[config.mk]
export PLATFORM = sky130hd
export DESIGN_NAME = piorg_ctrl
export DESIGN_NICKNAME = d
export VERILOG_FILES = /design/src/hdl/piorg_pkg.sv /design/src/hdl/piorg_ctrl.sv
export SDC_FILE = /design/constraint.sdc
export NUM_CORES = 1
export LEC_CHECK = 0
export BUFFER_PORTS_ARGS = -buffer_cell sky130_fd_sc_hd__buf_2
export CAP_MARGIN = 30
export CORE_AREA = 2 2 39 41
export DETAILED_ROUTE_END_ITERATION = 8
export DIE_AREA = 0 0 41 43
export RECOVER_POWER = 50
export SLEW_MARGIN = 25
export SYNTH_ARGS = -nofsm -noshare
export SYNTH_HDL_FRONTEND = slang
export SYNTH_SLANG_ARGS = --single-unit
[constraint.sdc]
create_clock -name clk -period 1.1 [get_ports clk]
set_input_delay 0.11 -clock clk [delete_from_list [all_inputs] [get_ports clk]]
set_output_delay 0.11 -clock clk [all_outputs]
set_load 0.005 [all_outputs]
[src/hdl/piorg_pkg.sv]
// Package for the per-process I/O rate guard.
// Holds widths, command and status codes, controller states and command/status structs.
// No dependencies.
`default_nettype none
package piorg_pkg;

	localparam int unsigned SLOTS      = 1024;
	localparam int unsigned SLOT_W     = $clog2(SLOTS);
	localparam int unsigned USED_W     = SLOT_W + 1;
	localparam int unsigned PID_W      = 22;
	localparam int unsigned CNT_W      = 32;
	localparam int unsigned SUM_W      = 64;
	localparam int unsigned CFG_IDX_W  = 1;
	// Slot record: owner, freed, write/read/other tallies, byte sums.
	localparam int unsigned REC_W      = PID_W + 1 + 3 * CNT_W + 2 * SUM_W;

	localparam logic [CNT_W-1:0] THRESH_RST = 32'd500000;
	localparam logic [CNT_W-1:0] PERIOD_RST = 32'd10000;

	localparam logic [CFG_IDX_W-1:0] REG_IO_THRESHOLD  = 1'd0;
	localparam logic [CFG_IDX_W-1:0] REG_REPORT_PERIOD = 1'd1;

	typedef enum logic [1:0] {
		CMD_WRITE = 2'd0,
		CMD_READ  = 2'd1,
		CMD_OTHER = 2'd2,
		CMD_ALT   = 2'd3
	} cmd_t;

	localparam logic [1:0] ST_EXISTING = 2'd0;
	localparam logic [1:0] ST_NEW      = 2'd1;
	localparam logic [1:0] ST_DROPPED  = 2'd2;

	typedef struct packed {
		logic [PID_W-1:0] owner;
		logic             freed;
		logic [CNT_W-1:0] wr_cnt;
		logic [CNT_W-1:0] rd_cnt;
		logic [CNT_W-1:0] ot_cnt;
		logic [SUM_W-1:0] wr_sum;
		logic [SUM_W-1:0] rd_sum;
	} rec_t;

	typedef enum logic [2:0] {
		S_IDLE,
		S_SCAN,
		S_DECIDE,
		S_READ,
		S_UPDATE,
		S_OUT
	} state_t;

	// Controller to datapath.
	typedef struct packed {
		logic load;       // capture input item
		logic scan_start; // reset scan index, issue read of slot 0
		logic scan_step;  // evaluate read data, advance index
		logic decide;     // choose slot
		logic rd_issue;   // read chosen slot
		logic update;     // compute and write back, build result
	} dp_cmd_t;

	// Datapath to controller.
	typedef struct packed {
		logic scan_done;
		logic hit;
	} dp_sts_t;

endpackage
`default_nettype wire

[src/hdl/piorg_ctrl.sv]
// Controller state machine for the rate guard: sequences scan, choice, update, output.
// Depends on piorg_pkg.
`default_nettype none
module piorg_ctrl (
	input  wire logic                clk,
	input  wire logic                arst_n,
	input  wire logic                in_valid,
	output logic                     in_ready,
	output logic                     out_valid,
	input  wire logic                out_ready,
	output piorg_pkg::dp_cmd_t       cmd,
	input  wire piorg_pkg::dp_sts_t  sts
);
	piorg_pkg::state_t state_q, state_d;

	always_ff @(posedge clk or negedge arst_n) begin
		if (!arst_n) begin
			state_q <= piorg_pkg::S_IDLE;
		end else begin
			state_q <= state_d;
		end
	end

	always_comb begin
		state_d = state_q;
		unique case (state_q)
			piorg_pkg::S_IDLE:   if (in_valid) state_d = piorg_pkg::S_SCAN;
			piorg_pkg::S_SCAN:   if (sts.hit || sts.scan_done) state_d = piorg_pkg::S_DECIDE;
			piorg_pkg::S_DECIDE: state_d = piorg_pkg::S_READ;
			piorg_pkg::S_READ:   state_d = piorg_pkg::S_UPDATE;
			piorg_pkg::S_UPDATE: state_d = piorg_pkg::S_OUT;
			piorg_pkg::S_OUT:    if (out_ready) state_d = piorg_pkg::S_IDLE;
			default:             state_d = piorg_pkg::S_IDLE;
		endcase
	end

	always_comb begin
		cmd        = '0;
		in_ready   = 1'b0;
		out_valid  = 1'b0;
		unique case (state_q)
			piorg_pkg::S_IDLE: begin
				in_ready       = 1'b1;
				cmd.load       = in_valid;
				cmd.scan_start = in_valid;
			end
			piorg_pkg::S_SCAN:   cmd.scan_step = 1'b1;
			piorg_pkg::S_DECIDE: cmd.decide    = 1'b1;
			piorg_pkg::S_READ:   cmd.rd_issue  = 1'b1;
			piorg_pkg::S_UPDATE: cmd.update    = 1'b1;
			piorg_pkg::S_OUT:    out_valid     = 1'b1;
			default: ;
		endcase
	end
endmodule
`default_nettype wire

==> results.cfg <==
[power_and_ir_drop]
p_leak_nw = 0.216
p_total_mw = 1.23
pwr_density_cell_nw_per_um2 = 2750
peakVddDrop_mv = 0.877

[drt]
wirelength_um = 680
first_pass_iters = 2
via_per_inst = 3.95
wl_per_cell_um = 10.8
drt-initial-drc-count = 1
ant_nets = 0
drc_errors = 0
vias = 249

[global_route]
grt_max_degree = 8
grt_pass1_vias = 248
antenna_found_initial = 0
overflow = 0
grt_pass1_wl_um = 972
track_usage = 0.0896

[final_layout]
largest_register = state_q
final_layout_size_suffix_gt1_frac = 0.681
largest_reg_flops = 3
finish.utilization = 0.323
reg_top3 = state_q (3)
final_area_um2 = 447
syn_to_final_growth_pct = 90.9
antenna_cells = 0
layout.nets = 54

[logic_synthesis]
synth_common_cells = nand2_1, dfrtp_1
synth_edf_count = 0
ys_warn_count = 0
synth_nets = 31
synth.area.top_cells = dfrtp_1, nor3b_2, buf_6, nand2_1, nand2b_1
netlist_area_um2 = 234
ys_ff_latch = 3
yosys.area.top_type_share = 0.321
yosysMostFrequentCell = nand2_1
synthFlopType = dfrtp_1
async_flop_share = 1.00
seq_area_frac_synth = 0.321
synthCells = 25
yosysTopAreaCell = dfrtp_1
yosysUniqueCellTypes = 16
syn_area_per_cell_um2 = 9.36

[clock_tree]
numCtsBuffers = 3
cts_root_buf = clkbuf_4
cts.htree.levels = 1
clk_latency_ps = 240
clkTransAtPathRegs_ps = 40
cts_tree = done
cts_num_sinks = 3
clockBufferDepth = 2

[sta]
max_freq_mhz = 781
hold_viol = 0
rsz0062_at_grt = yes
hold_ws_ps = 158
fin_crit_sh = 1.16
max-slew-margin-rel = 0.861
final-setup-viol-count = 9
setup_ws_ps = -181
clock_skew_ps = 4.74
drv_slew = 0
fin_crit_ps = 1280
tightest_slew_ps = 209

[run_status]
violations = setup timing
status = complete, but fails checks

[flow_run]
drv_cap = 0

[floorplan]
core_area_um2 = 1380
dieArea_um2 = 1760
die_h_um = 43
die_w_um = 41
io_pins = 14
rows = 14
initial_core_util = 0.169

[worst_setup_path]
path_class = reg -> out
required_ps = 990
worst_ep_arrival_time_ps = 1170
reg2reg_slack_ps = -80
endpoint_kind = output port
startpoint_type = flip-flop
path_max_fanout = 4

[place]
dp_hpwl_um = 398
numPortBuffers = 13
placed_area_um2 = 297
dp_slack_ps = 0.862
place_congestion = 0.730

[min_path]
hold_class = in -> reg
-- per-stage QoR --
stage                     setup TNS, ps  cells
final                             -1200     63
after global routing              -1660     63
after CTS                         -1190     62
after detailed placement              0     52
after global placement                0     52
after floorplan                       0     25
-- critical path, stage by stage (launching register included) --
cell and delay, ps:
dfrtp_2 450, nor3_4 210, and2_1 160, buf_2 110
-- what timing repair did --
item | in CTS | in global routing
endpoints found under the hold margin | 3 | 0
endpoints found under the setup margin | 8 | 9
resized for setup | 6 | 6
hold buffers | 1 | 0
pin swaps | 2 | 2
setup buffers | 5 | 1
-- power by group --
part | total, mW | internal, mW | switching (mW)
combinational | 0.730 | 0.465 | 0.265
clock | 0.203 | 0.137 | 0.0661
sequential | 0.295 | 0.172 | 0.122
-- final timing paths --
path / startpoint / to / cells after the start
max reg2reg: state_q[2]$_DFFE_PN0P_ / state_q[0]$_DFFE_PN0P_ / 4
max in group asynchronous: arst_n / state_q[1]$_DFFE_PN0P_ / 2
min in group asynchronous: arst_n / state_q[0]$_DFFE_PN0P_ / 2
min: out_ready / state_q[2]$_DFFE_PN0P_ / 4
max: state_q[2]$_DFFE_PN0P_ / cmd[5] / 3
min reg2reg: state_q[1]$_DFFE_PN0P_ / state_q[2]$_DFFE_PN0P_ / 1
-- cell usage in the layout (no fill, tap or decap), types with 2 or more instances in the layout --
| cell | instances |
|---|---|
| nor2_1 | 2 |
| nand2_1 | 4 |
| buf_2 | 12 |
| dfrtp_2 | 3 |
| clkbuf_1 | 2 |
| nor3b_2 | 2 |
| buf_4 | 4 |
| clkbuf_4 | 3 |
-- per-layer routing --
metal	GRT usage	wire length (µm)	vias to the layer above
li1	-	-	128
met1	0.0974	293	112
met2	0.119	345	9
met3	0.0314	41	0
met4	0.100	0	0
met5	0	0	-
-- kinds of logic after synthesis --
group	after synthesis	synth area share
AO/OA/AOI/OAI	4	0.123
buffers and inverters	3	0.128
flip-flops	3	0.321
AND/OR/NAND/NOR	15	0.428
-- area by class of cell --
class | instances | area (µm²)
Clock buffer | 4 | 26.3
Fill cell | 155 | 937
Multi-Input combinational cell | 19 | 171
Sequential cell | 3 | 78.8
Tap cell | 16 | 20.0
Timing Repair Buffer | 21 | 150
Note: power is estimated with default switching activity, not from simulation.
